`src/hw/rtl/line_segment_clipper_unit_defines.svh`:
```
// ----------------------------------------------------------------------------
// Line segment clipper: assertion macros
// Concurrent assertion shorthands on clk_i, disabled while rst_ni is low.
// ----------------------------------------------------------------------------
`ifndef LINE_SEGMENT_CLIPPER_UNIT_DEFINES_SVH
`define LINE_SEGMENT_CLIPPER_UNIT_DEFINES_SVH

`ifndef SYNTHESIS
`define LSC_ASSERT(name, prop) \
  name: assert property (@(posedge clk_i) disable iff (!rst_ni) (prop)) \
    else $error("lsc assertion failed");
`define LSC_ASSERT_NEXT(name, pre, post) \
  name: assert property (@(posedge clk_i) disable iff (!rst_ni) (pre) |=> (post)) \
    else $error("lsc assertion failed");
`else
`define LSC_ASSERT(name, prop)
`define LSC_ASSERT_NEXT(name, pre, post)
`endif

`endif

```
`src/hw/rtl/lsc_pkg.sv`:
```
// ----------------------------------------------------------------------------
// Line segment clipper package
// Outcode bits, register indexes and fixed sizes shared by the clipper files.
// ----------------------------------------------------------------------------
package lsc_pkg;

  typedef logic [3:0] oc_t;

  localparam oc_t OC_TOP    = 4'h1;
  localparam oc_t OC_BOTTOM = 4'h2;
  localparam oc_t OC_RIGHT  = 4'h4;
  localparam oc_t OC_LEFT   = 4'h8;

  localparam int CFG_IDX_W = 2;
  localparam logic [CFG_IDX_W-1:0] REG_X_MIN = 2'd0;
  localparam logic [CFG_IDX_W-1:0] REG_Y_MIN = 2'd1;
  localparam logic [CFG_IDX_W-1:0] REG_X_MAX = 2'd2;
  localparam logic [CFG_IDX_W-1:0] REG_Y_MAX = 2'd3;

  localparam int X_MAX_RESET = 319;
  localparam int Y_MAX_RESET = 239;

  // clip steps before an undecided segment is dropped
  localparam int CLIP_LIMIT = 8;
  // quotient magnitude saturates at 2^QSAT_BITS
  localparam int QSAT_BITS  = 40;
  // multiplier digit width, bits of the first operand per cycle
  localparam int MUL_DIGIT  = 8;

endpackage

```
`src/hw/rtl/lsc_muldiv.sv`:
```
// ----------------------------------------------------------------------------
// Line segment clipper: serial multiply-divide unit
// Computes trunc(a*b/c) with sign, digit-serial multiply then restoring divide.
// ----------------------------------------------------------------------------
`include "line_segment_clipper_unit_defines.svh"

module lsc_muldiv #(
  parameter int MW = 45
) (
  input  logic                 clk_i,
  input  logic                 rst_ni,
  input  logic                 start_i,
  input  logic [MW-1:0]        a_i,
  input  logic [MW-1:0]        b_i,
  input  logic [MW-1:0]        c_i,
  input  logic                 neg_i,
  output logic                 done_o,
  output logic signed [MW-1:0] res_o
);
  import lsc_pkg::*;

  localparam int ND      = (MW + MUL_DIGIT - 1) / MUL_DIGIT;
  localparam int AW      = ND * MUL_DIGIT;
  localparam int PW      = 2 * MW;
  localparam int HW      = PW - QSAT_BITS;
  localparam int QW      = QSAT_BITS + 1;
  localparam int PTW     = MW + MUL_DIGIT;
  localparam int CNT_MAX = (ND > QSAT_BITS) ? ND : QSAT_BITS;
  localparam int CNTW    = $clog2(CNT_MAX);

  localparam logic [2:0] MD_IDLE = 3'd0;
  localparam logic [2:0] MD_MUL  = 3'd1;
  localparam logic [2:0] MD_SAT  = 3'd2;
  localparam logic [2:0] MD_DIV  = 3'd3;
  localparam logic [2:0] MD_FIN  = 3'd4;

  logic [2:0]           state_q, state_d;
  logic [CNTW-1:0]      cnt_q, cnt_d;
  logic                 done_q, done_d;
  logic [AW-1:0]        a_q, a_d;
  logic [MW-1:0]        b_q, b_d;
  logic [MW-1:0]        c_q, c_d;
  logic                 neg_q, neg_d;
  logic [PW-1:0]        prod_q, prod_d;
  logic [MW-1:0]        rem_q, rem_d;
  logic [QSAT_BITS-1:0] lo_q, lo_d;
  logic [QW-1:0]        q_q, q_d;
  logic signed [MW-1:0] res_q, res_d;

  logic [PTW-1:0]       part;
  logic [HW-1:0]        hi;
  logic [MW:0]          trial;
  logic [MW:0]          trial_diff;
  logic                 ge;
  logic [MW-1:0]        qx;

  always_comb begin
    part       = PTW'(b_q) * PTW'(a_q[AW-1 -: MUL_DIGIT]);
    hi         = prod_q[PW-1:QSAT_BITS];
    trial      = {rem_q, lo_q[QSAT_BITS-1]};
    trial_diff = trial - {1'b0, c_q};
    ge         = (trial >= {1'b0, c_q});
    qx         = MW'(q_q);
  end

  always_comb begin
    state_d = state_q;
    cnt_d   = cnt_q;
    done_d  = 1'b0;
    a_d     = a_q;
    b_d     = b_q;
    c_d     = c_q;
    neg_d   = neg_q;
    prod_d  = prod_q;
    rem_d   = rem_q;
    lo_d    = lo_q;
    q_d     = q_q;
    res_d   = res_q;
    unique case (state_q)
      MD_IDLE: begin
        if (start_i) begin
          a_d     = AW'(a_i);
          b_d     = b_i;
          c_d     = c_i;
          neg_d   = neg_i;
          prod_d  = '0;
          cnt_d   = CNTW'(ND - 1);
          state_d = MD_MUL;
        end
      end
      MD_MUL: begin
        prod_d = (prod_q << MUL_DIGIT) + PW'(part);
        a_d    = a_q << MUL_DIGIT;
        if (cnt_q == '0) begin
          state_d = MD_SAT;
        end else begin
          cnt_d = cnt_q - 1'b1;
        end
      end
      MD_SAT: begin
        // a quotient at or above 2^QSAT_BITS shows in the high product bits
        if (c_q == '0) begin
          q_d     = '0;
          state_d = MD_FIN;
        end else if (hi >= HW'(c_q)) begin
          q_d     = QW'(1) << QSAT_BITS;
          state_d = MD_FIN;
        end else begin
          rem_d   = hi[MW-1:0];
          lo_d    = prod_q[QSAT_BITS-1:0];
          q_d     = '0;
          cnt_d   = CNTW'(QSAT_BITS - 1);
          state_d = MD_DIV;
        end
      end
      MD_DIV: begin
        rem_d = ge ? trial_diff[MW-1:0] : trial[MW-1:0];
        q_d   = {q_q[QW-2:0], ge};
        lo_d  = lo_q << 1;
        if (cnt_q == '0) begin
          state_d = MD_FIN;
        end else begin
          cnt_d = cnt_q - 1'b1;
        end
      end
      MD_FIN: begin
        res_d   = neg_q ? -$signed(qx) : $signed(qx);
        done_d  = 1'b1;
        state_d = MD_IDLE;
      end
      default: begin
        state_d = MD_IDLE;
      end
    endcase
  end

  always_ff @(posedge clk_i or negedge rst_ni) begin
    if (!rst_ni) begin
      state_q <= MD_IDLE;
      cnt_q   <= '0;
      done_q  <= 1'b0;
    end else begin
      state_q <= state_d;
      cnt_q   <= cnt_d;
      done_q  <= done_d;
    end
  end

  always_ff @(posedge clk_i) begin
    a_q    <= a_d;
    b_q    <= b_d;
    c_q    <= c_d;
    neg_q  <= neg_d;
    prod_q <= prod_d;
    rem_q  <= rem_d;
    lo_q   <= lo_d;
    q_q    <= q_d;
    res_q  <= res_d;
  end

  assign done_o = done_q;
  assign res_o  = res_q;

  `LSC_ASSERT(a_md_start_idle, !start_i || state_q == MD_IDLE)
  `LSC_ASSERT_NEXT(a_md_done_pulse, done_q, !done_q)
  `LSC_ASSERT(a_md_rem_below_div, state_q != MD_DIV || rem_q < c_q)

endmodule

```
`src/hw/rtl/line_segment_clipper_unit.sv`:
```
// Each clip step: edge check, multiply, saturation check, divide when not saturated,
//   result and handoff; at most 4 steps.
// Throughput: one segment at a time; the next can be taken once the result has loaded.
// An inverted window stops after 8 steps and rejects the segment.
// Reset: asynchronous, active low; control cleared, window set to 0,0,319,239.
// ----------------------------------------------------------------------------
// Line segment clipper unit
// Cohen-Sutherland clipping of one segment against the configured window.
// ----------------------------------------------------------------------------
`include "line_segment_clipper_unit_defines.svh"

module line_segment_clipper_unit #(
  parameter int COORD_BITS = 16
) (
  input  logic                           clk_i,
  input  logic                           rst_ni,
  input  logic                           cfg_we_i,
  input  logic [lsc_pkg::CFG_IDX_W-1:0]  cfg_index_i,
  input  logic [COORD_BITS-1:0]          cfg_wdata_i,
  input  logic                           in_valid_i,
  output logic                           in_stall_o,
  input  logic signed [COORD_BITS-1:0]   start_x_i,
  input  logic signed [COORD_BITS-1:0]   start_y_i,
  input  logic signed [COORD_BITS-1:0]   end_x_i,
  input  logic signed [COORD_BITS-1:0]   end_y_i,
  output logic                           out_valid_o,
  input  logic                           out_stall_i,
  output logic                           accepted_o,
  output logic signed [COORD_BITS-1:0]   clip_start_x_o,
  output logic signed [COORD_BITS-1:0]   clip_start_y_o,
  output logic signed [COORD_BITS-1:0]   clip_end_x_o,
  output logic signed [COORD_BITS-1:0]   clip_end_y_o
);
  import lsc_pkg::*;

  // wide enough for CLIP_LIMIT saturated quotient additions
  localparam int CW = ((COORD_BITS > QSAT_BITS) ? COORD_BITS : QSAT_BITS) + 5;
  localparam int NW = $clog2(CLIP_LIMIT + 1);

  localparam logic [1:0] ST_IDLE  = 2'd0;
  localparam logic [1:0] ST_CHECK = 2'd1;
  localparam logic [1:0] ST_WAIT  = 2'd2;
  localparam logic [1:0] ST_FIN   = 2'd3;

  function automatic logic signed [CW-1:0] widen(input logic signed [COORD_BITS-1:0] v);
    return {{(CW - COORD_BITS){v[COORD_BITS-1]}}, v};
  endfunction

  function automatic oc_t outcode(input logic signed [CW-1:0] x,
                                  input logic signed [CW-1:0] y,
                                  input logic signed [CW-1:0] xl,
                                  input logic signed [CW-1:0] yl,
                                  input logic signed [CW-1:0] xh,
                                  input logic signed [CW-1:0] yh);
    oc_t c;
    c = '0;
    if (y > yh) c = c | OC_TOP;
    else if (y < yl) c = c | OC_BOTTOM;
    if (x > xh) c = c | OC_RIGHT;
    else if (x < xl) c = c | OC_LEFT;
    return c;
  endfunction

  function automatic logic [CW-1:0] magn(input logic signed [CW:0] v);
    logic signed [CW:0] n;
    n = v[CW] ? -v : v;
    return n[CW-1:0];
  endfunction

  logic signed [COORD_BITS-1:0] x_min_q, y_min_q, x_max_q, y_max_q;
  logic signed [CW-1:0]         xl_w, yl_w, xh_w, yh_w;

  logic [1:0]           state_q, state_d;
  logic [NW-1:0]        n_q, n_d;
  logic                 acc_q, acc_d;
  logic                 upd_start_q, upd_start_d;
  logic                 vert_q, vert_d;
  logic signed [CW-1:0] bound_q, bound_d;
  logic signed [CW-1:0] sx_q, sx_d, sy_q, sy_d, ex_q, ex_d, ey_q, ey_d;

  logic                         out_valid_q, out_valid_d;
  logic                         out_acc_q, out_acc_d;
  logic signed [COORD_BITS-1:0] out_sx_q, out_sx_d, out_sy_q, out_sy_d;
  logic signed [COORD_BITS-1:0] out_ex_q, out_ex_d, out_ey_q, out_ey_d;

  oc_t                  cs, ce, code;
  logic                 vert, top_sel, right_sel;
  logic signed [CW-1:0] bound_w;
  logic signed [CW:0]   dx, dy, d_a, d_b, d_c;
  logic [CW-1:0]        md_a, md_b, md_c;
  logic                 md_neg;
  logic                 md_start;
  logic                 md_done;
  logic signed [CW-1:0] md_res;
  logic signed [CW-1:0] new_other;

  assign xl_w = widen(x_min_q);
  assign yl_w = widen(y_min_q);
  assign xh_w = widen(x_max_q);
  assign yh_w = widen(y_max_q);

  // edge selection and operands for the next clip step
  always_comb begin
    cs        = outcode(sx_q, sy_q, xl_w, yl_w, xh_w, yh_w);
    ce        = outcode(ex_q, ey_q, xl_w, yl_w, xh_w, yh_w);
    code      = (cs != '0) ? cs : ce;
    top_sel   = (code & OC_TOP) != '0;
    vert      = top_sel || ((code & OC_BOTTOM) != '0);
    right_sel = (code & OC_RIGHT) != '0;
    bound_w   = vert ? (top_sel ? yh_w : yl_w) : (right_sel ? xh_w : xl_w);
    dx        = {ex_q[CW-1], ex_q} - {sx_q[CW-1], sx_q};
    dy        = {ey_q[CW-1], ey_q} - {sy_q[CW-1], sy_q};
    d_a       = vert ? dx : dy;
    d_b       = vert ? ({bound_w[CW-1], bound_w} - {sy_q[CW-1], sy_q})
                     : ({bound_w[CW-1], bound_w} - {sx_q[CW-1], sx_q});
    d_c       = vert ? dy : dx;
    md_a      = magn(d_a);
    md_b      = magn(d_b);
    md_c      = magn(d_c);
    md_neg    = d_a[CW] ^ d_b[CW] ^ d_c[CW];
    new_other = (vert_q ? sx_q : sy_q) + md_res;
  end

  lsc_muldiv #(
    .MW (CW)
  ) u_muldiv (
    .clk_i   (clk_i),
    .rst_ni  (rst_ni),
    .start_i (md_start),
    .a_i     (md_a),
    .b_i     (md_b),
    .c_i     (md_c),
    .neg_i   (md_neg),
    .done_o  (md_done),
    .res_o   (md_res)
  );

  always_comb begin
    state_d     = state_q;
    n_d         = n_q;
    acc_d       = acc_q;
    upd_start_d = upd_start_q;
    vert_d      = vert_q;
    bound_d     = bound_q;
    sx_d        = sx_q;
    sy_d        = sy_q;
    ex_d        = ex_q;
    ey_d        = ey_q;
    md_start    = 1'b0;
    out_valid_d = out_valid_q && out_stall_i;
    out_acc_d   = out_acc_q;
    out_sx_d    = out_sx_q;
    out_sy_d    = out_sy_q;
    out_ex_d    = out_ex_q;
    out_ey_d    = out_ey_q;
    unique case (state_q)
      ST_IDLE: begin
        if (in_valid_i) begin
          sx_d    = widen(start_x_i);
          sy_d    = widen(start_y_i);
          ex_d    = widen(end_x_i);
          ey_d    = widen(end_y_i);
          n_d     = '0;
          state_d = ST_CHECK;
        end
      end
      ST_CHECK: begin
        if ((cs | ce) == '0) begin
          acc_d   = 1'b1;
          state_d = ST_FIN;
        end else if ((cs & ce) != '0 || n_q == NW'(CLIP_LIMIT)) begin
          acc_d   = 1'b0;
          state_d = ST_FIN;
        end else begin
          md_start    = 1'b1;
          upd_start_d = (cs != '0);
          vert_d      = vert;
          bound_d     = bound_w;
          state_d     = ST_WAIT;
        end
      end
      ST_WAIT: begin
        if (md_done) begin
          if (upd_start_q) begin
            sx_d = vert_q ? new_other : bound_q;
            sy_d = vert_q ? bound_q : new_other;
          end else begin
            ex_d = vert_q ? new_other : bound_q;
            ey_d = vert_q ? bound_q : new_other;
          end
          n_d     = n_q + 1'b1;
          state_d = ST_CHECK;
        end
      end
      ST_FIN: begin
        // hold until the output register is free
        if (!out_valid_q || !out_stall_i) begin
          out_valid_d = 1'b1;
          out_acc_d   = acc_q;
          out_sx_d    = acc_q ? sx_q[COORD_BITS-1:0] : '0;
          out_sy_d    = acc_q ? sy_q[COORD_BITS-1:0] : '0;
          out_ex_d    = acc_q ? ex_q[COORD_BITS-1:0] : '0;
          out_ey_d    = acc_q ? ey_q[COORD_BITS-1:0] : '0;
          state_d     = ST_IDLE;
        end
      end
      default: begin
        state_d = ST_IDLE;
      end
    endcase
  end

  always_ff @(posedge clk_i or negedge rst_ni) begin
    if (!rst_ni) begin
      state_q     <= ST_IDLE;
      n_q         <= '0;
      out_valid_q <= 1'b0;
      x_min_q     <= '0;
      y_min_q     <= '0;
      x_max_q     <= COORD_BITS'(X_MAX_RESET);
      y_max_q     <= COORD_BITS'(Y_MAX_RESET);
    end else begin
      state_q     <= state_d;
      n_q         <= n_d;
      out_valid_q <= out_valid_d;
      if (cfg_we_i) begin
        unique case (cfg_index_i)
          REG_X_MIN: x_min_q <= cfg_wdata_i;
          REG_Y_MIN: y_min_q <= cfg_wdata_i;
          REG_X_MAX: x_max_q <= cfg_wdata_i;
          REG_Y_MAX: y_max_q <= cfg_wdata_i;
          default:   x_min_q <= x_min_q;
        endcase
      end
    end
  end

  always_ff @(posedge clk_i) begin
    acc_q       <= acc_d;
    upd_start_q <= upd_start_d;
    vert_q      <= vert_d;
    bound_q     <= bound_d;
    sx_q        <= sx_d;
    sy_q        <= sy_d;
    ex_q        <= ex_d;
    ey_q        <= ey_d;
    out_acc_q   <= out_acc_d;
    out_sx_q    <= out_sx_d;
    out_sy_q    <= out_sy_d;
    out_ex_q    <= out_ex_d;
    out_ey_q    <= out_ey_d;
  end

  assign in_stall_o     = (state_q != ST_IDLE);
  assign out_valid_o    = out_valid_q;
  assign accepted_o     = out_acc_q;
  assign clip_start_x_o = out_sx_q;
  assign clip_start_y_o = out_sy_q;
  assign clip_end_x_o   = out_ex_q;
  assign clip_end_y_o   = out_ey_q;

  `LSC_ASSERT(a_done_in_wait, !md_done || state_q == ST_WAIT)
  `LSC_ASSERT(a_step_bound, n_q <= NW'(CLIP_LIMIT))
  `LSC_ASSERT(a_acc_inside, !(out_valid_o && accepted_o) ||
      (clip_start_x_o >= x_min_q && clip_start_x_o <= x_max_q &&
       clip_start_y_o >= y_min_q && clip_start_y_o <= y_max_q &&
       clip_end_x_o >= x_min_q && clip_end_x_o <= x_max_q &&
       clip_end_y_o >= y_min_q && clip_end_y_o <= y_max_q))
  `LSC_ASSERT(a_rej_zero, !(out_valid_o && !accepted_o) ||
      (clip_start_x_o == '0 && clip_start_y_o == '0 &&
       clip_end_x_o == '0 && clip_end_y_o == '0))

endmodule
```
`config.mk`:
```
export PLATFORM = sky130hd
export DESIGN_NAME = line_segment_clipper_unit
export DESIGN_NICKNAME = d
export VERILOG_FILES = /design/src/hw/rtl/lsc_pkg.sv /design/src/hw/rtl/lsc_muldiv.sv /design/src/hw/rtl/line_segment_clipper_unit.sv
export VERILOG_INCLUDE_DIRS = /design/src /design/src/hw/rtl
export SDC_FILE = /design/constraint.sdc
export NUM_CORES = 2
export LEC_CHECK = 0
export BUFFER_PORTS_ARGS = -buffer_cell sky130_fd_sc_hd__buf_2
export CORE_MARGIN = 3
export CORE_UTILIZATION = 35
export DETAILED_ROUTE_END_ITERATION = 6
export MAX_ROUTING_LAYER = met4
export RECOVER_POWER = 100
export REMOVE_ABC_BUFFERS = 1
export SYNTH_ARGS = -nofsm -noshare
export SYNTH_HDL_FRONTEND = slang
export SYNTH_HIERARCHICAL = 1
export SYNTH_SLANG_ARGS = --single-unit
export TNS_END_PERCENT = 5
```
`constraint.sdc`:
```
create_clock -name clk_i -period 10.04 [get_ports clk_i]
set_clock_uncertainty 0.1 [all_clocks]
set_input_delay 1.506 -clock clk_i [delete_from_list [all_inputs] [get_ports clk_i]]
set_output_delay 1.506 -clock clk_i [all_outputs]
set_load 0.02 [all_outputs]
```
==> qor.csv <==
stage,metric,value,unit
route,DR iter-0 viols,6110,
worst_setup_path,CP peak stage delay,1.55,ns
floorplanning,row count,166,
clock_tree,postcts setup bufs,0,
worst_setup_path,CP Class,reg -> reg,
worst_setup_path,startpoint class of the critical path,register,
logic_synthesis,Synth warnings,6,
timing,Hold Fails Final Rpt,0,
outcome,status,"complete, but fails checks",
clock_tree,Skew-Pair Late Insertion Delay,0.75,ns
timing,slew margin rel.,-1.628,
worst_setup_path,WP buf/inv,4,
grt,first-pass GRT wire length,384300,um
logic_synthesis,mux contribution to synthesized area,0.02987,
clock_tree,clock sink total,745,
worst_setup_path,RR Startpoint,y_max_q[15],
worst_setup_path,worst reg2reg setup slack,0.28,ns
worst_setup_path,required time of the worst setup path,10.33,ns
worst_setup_path,CP Capture Type,register,
outcome,violated checks,"capacitance limit, slew limit",
clock_tree,H-tree depth,3,
worst_hold_path,hold crit path type,reg -> reg,
logic_synthesis,top_reg_cell synth,edfxtp_1,
run,max_cap viols,28,
route,WL/cell,23.59,um
worst_hold_path,Hold Startpoint,u_muldiv/lo_q[36],
grt,total global-route track usage,0.2438,
floorplanning,I/O Pins,154,
clock_tree,buffer depth of the longest clock path,3,
logic_synthesis,Yosys reg bits,745,
worst_setup_path,Top delay family on crit path,buffers and inverters,
worst_setup_path,critical path's slowest cell,clkbuf_1,
clock_tree,post_cts resized,0,
clock_tree,Inserted Clock Buffers,89,
route,Detailed Routing Iterations Pass 1,6,
placed_design,Post-DP HPWL,206900,um
worst_setup_path,CP max FO,73,
route,DRC,0,
layout,Finished Core Util,0.3852,
placed_design,routability cong.,1.006,
clock_tree,CTS tree,built,
floorplanning,overall die height,461.0,um
logic_synthesis,Synth Cell Area,72450,um2
clock_tree,CTS Root Cell,clkbuf_16,
logic_synthesis,Post-Synth Adder-Cell Area,0.2081,
route,Vias/cell,5.663,
worst_setup_path,CP arrival,10.05,ns
floorplanning,Die Area,212500,um2
floorplanning,core area,205200,um2
layout,"commonest non-fill, non-tap cells in the layout","836 x nand2_1, 714 x ha_1, 664 x edfxtp_1",
logic_synthesis,Post-Syn Area per Cell,9.005,um2
clock_tree,Hold Buf Count CTS,0,
route,routed wire length,256600,um
grt,initial antenna violation count,9,
timing,fin crit period,9.761,ns
worst_hold_path,Min-Delay Endpoint,u_muldiv/lo_q[37],
route,DRT antenna net count,0,
timing,Slew @ Worst Pin,3.942,ns
worst_setup_path,R2R cell count,17,
logic_synthesis,Simple-Gate Fraction of Synth Area,0.1826,
grt,largest net degree at the start of global routing,101,
timing,Fmax,0.1024,GHz
logic_synthesis,xor/xnor share of the synthesized area,0.05089,
layout,Final #Nets,9214,
floorplanning,chip width,461.0,um
timing,Final Max Slew Viols,1317,
logic_synthesis,count of unique library cells instantiated by Yosys,101,
route,via count,61580,
worst_hold_path,hold path depth,2,
timing,final setup fails,0,
logic_synthesis,largest family of logic cells by synthesized area,adder cells,
layout,Final Non-Filler Cells,10870,
layout,Area Growth Syn to Fin,9.090,%
clock_tree,"Reg clk slew, reported paths",0.06,ns
layout,area of all placed cells without fillers,79040,um2
logic_synthesis,asr flop ratio synth,0.1087,
placed_design,cell total after placement,10700,
placed_design,Area after DPL,76470,um2
grt,number of global-route vias before repair,60120,
worst_setup_path,crit-path cells,inv_2 > buf_4 > ha_1 > nand4_1 > nor4_1 > nand4_1 > a211oi_1 > or4_1 > a21oi_1 > nor2b_1 > a21boi_4 > clkbuf_1 > clkbuf_2 > mux2_1 > o311ai_0 > xor2_1 > nor2b_1,
floorplanning,Initial Utilization,0.3531,
worst_setup_path,Reg-to-Reg End,u_muldiv/a_q[5],
logic_synthesis,Post-synth EDFFs,664,
logic_synthesis,"Seq/Total Area, Yosys",0.3034,
timing,unrepaired setup endpoints after global routing,no,
logic_synthesis,Cells after Synth,8046,
grt,total gr overflow,0,
timing,Final Cycle Share,0.9722,
timing,Hold Slack,0.3985,ns
layout,"commonest non-fill, non-tap cell in the layout",nand2_1,
logic_synthesis,Synth Area in Compound Gates,0.1741,
layout,share of layout cells above drive strength 1,0.05772,
placed_design,port bufs,153,
[registers in the layout, indices dropped and copies added (netlist names), 16 cells and up]
name             count
u_muldiv/prod_q     90
u_muldiv/a_q        48
clip_start_x_o      16
u_muldiv/q_q        41
y_min_q             16
sy_q                45
x_min_q             16
clip_end_x_o        16
y_max_q             16
u_muldiv/rem_q      45
ey_q                45
x_max_q             16
u_muldiv/c_q        45
clip_start_y_o      16
u_muldiv/lo_q       40
sx_q                45
u_muldiv/res_o      45
ex_q                45
bound_q             16
u_muldiv/b_q        45
clip_end_y_o        16
[per-stage QoR]
stage,setup TNS [ns],setup slack (ns)
2_1_floorplan,-231.95,-4.762
3_3_place_gp,0,0.9102
3_5_place_dp,0,0.7640
4_1_cts,0,0.6662
5_1_grt,0,0.009743
6_report,0,0.2787
[worst register-to-register path, delay by kind of cell, from the launching register on]
| kind | cells | cell delay, ns |
|---|---|---|
| fa+ha+maj | 1 | 0.20 |
| buf+inv | 4 | 4.02 |
| mux | 1 | 0.98 |
| compound gates | 4 | 1.57 |
| xor+xnor | 1 | 0.28 |
| flops | 1 | 0.41 |
| simple gates | 6 | 1.84 |
[cell families (layout without fill, tap and decap cells)]
logic type               Yosys count  after routing
XOR/XNOR                         421            421
multiplexers                     205            205
AO/OA/AOI/OAI                   2009           2009
adder cells (fa/ha/maj)         1021           1021
flip-flops                       745            745
AND/OR/NAND/NOR                 2675           2675
other                              0              9
buffers and inverters            970           1101
[cells in the mapped netlist (69+ instances only)]
| cell | instances | area share |
|---|---|---|
| a211oi_1 | 72 | 0.0075 |
| a21o_1 | 241 | 0.025 |
| a21oi_1 | 583 | 0.040 |
| a31oi_1 | 69 | 0.0060 |
| and2_1 | 412 | 0.036 |
| clkbuf_1 | 251 | 0.013 |
| edfxtp_1 | 664 | 0.28 |
| fa_1 | 307 | 0.085 |
| ha_1 | 714 | 0.12 |
| inv_1 | 663 | 0.034 |
| mux2_2 | 70 | 0.011 |
| mux2i_1 | 133 | 0.018 |
| nand2_1 | 837 | 0.043 |
| nand3_1 | 147 | 0.010 |
| nand4_1 | 145 | 0.013 |
| nor2_1 | 551 | 0.029 |
| nor2b_1 | 72 | 0.0062 |
| nor3_1 | 123 | 0.0085 |
| o211ai_1 | 74 | 0.0077 |
| o21a_1 | 81 | 0.0084 |
| o21ai_0 | 514 | 0.036 |
| xnor2_1 | 275 | 0.033 |
| xor2_1 | 146 | 0.018 |
[how the worst max path moves through the flow]
stage	start	to	depth (start not counted)
2_1_floorplan	x_max_q[15]	u_muldiv/b_q[13]	25
3_3_place_gp	y_max_q[15]	u_muldiv/b_q[38]	26
3_5_place_dp	x_max_q[15]	u_muldiv/b_q[38]	25
4_1_cts	x_max_q[15]	u_muldiv/b_q[38]	25
5_1_grt	y_max_q[15]	u_muldiv/b_q[44]	26
6_report	y_max_q[15]	u_muldiv/a_q[5]	17
[routing by layer]
metal,vias up,part of all wire,global-route usage
li1,28840,-,-
met1,30400,0.46,0.3349
met2,2025,0.45,0.3785
met3,317,0.062,0.02945
met4,0,0.030,0.06856
met5,-,0,-
[final cells by class]
type / instances / area, um2
Antenna cell: 9 / 22.52
Sequential cell: 745 / 21980
Clock buffer: 110 / 2347
Timing Repair Buffer: 274 / 1450
Clock inverter: 52 / 581.8
Multi-Input combinational cell: 6331 / 46790
Inverter: 665 / 2505
Fill cell: 20640 / 126200
Tap cell: 2688 / 3363
Power is left out: the tool's default activity adds up to more than one toggle a clock period on the data nets, which glitch-free logic cannot reach.
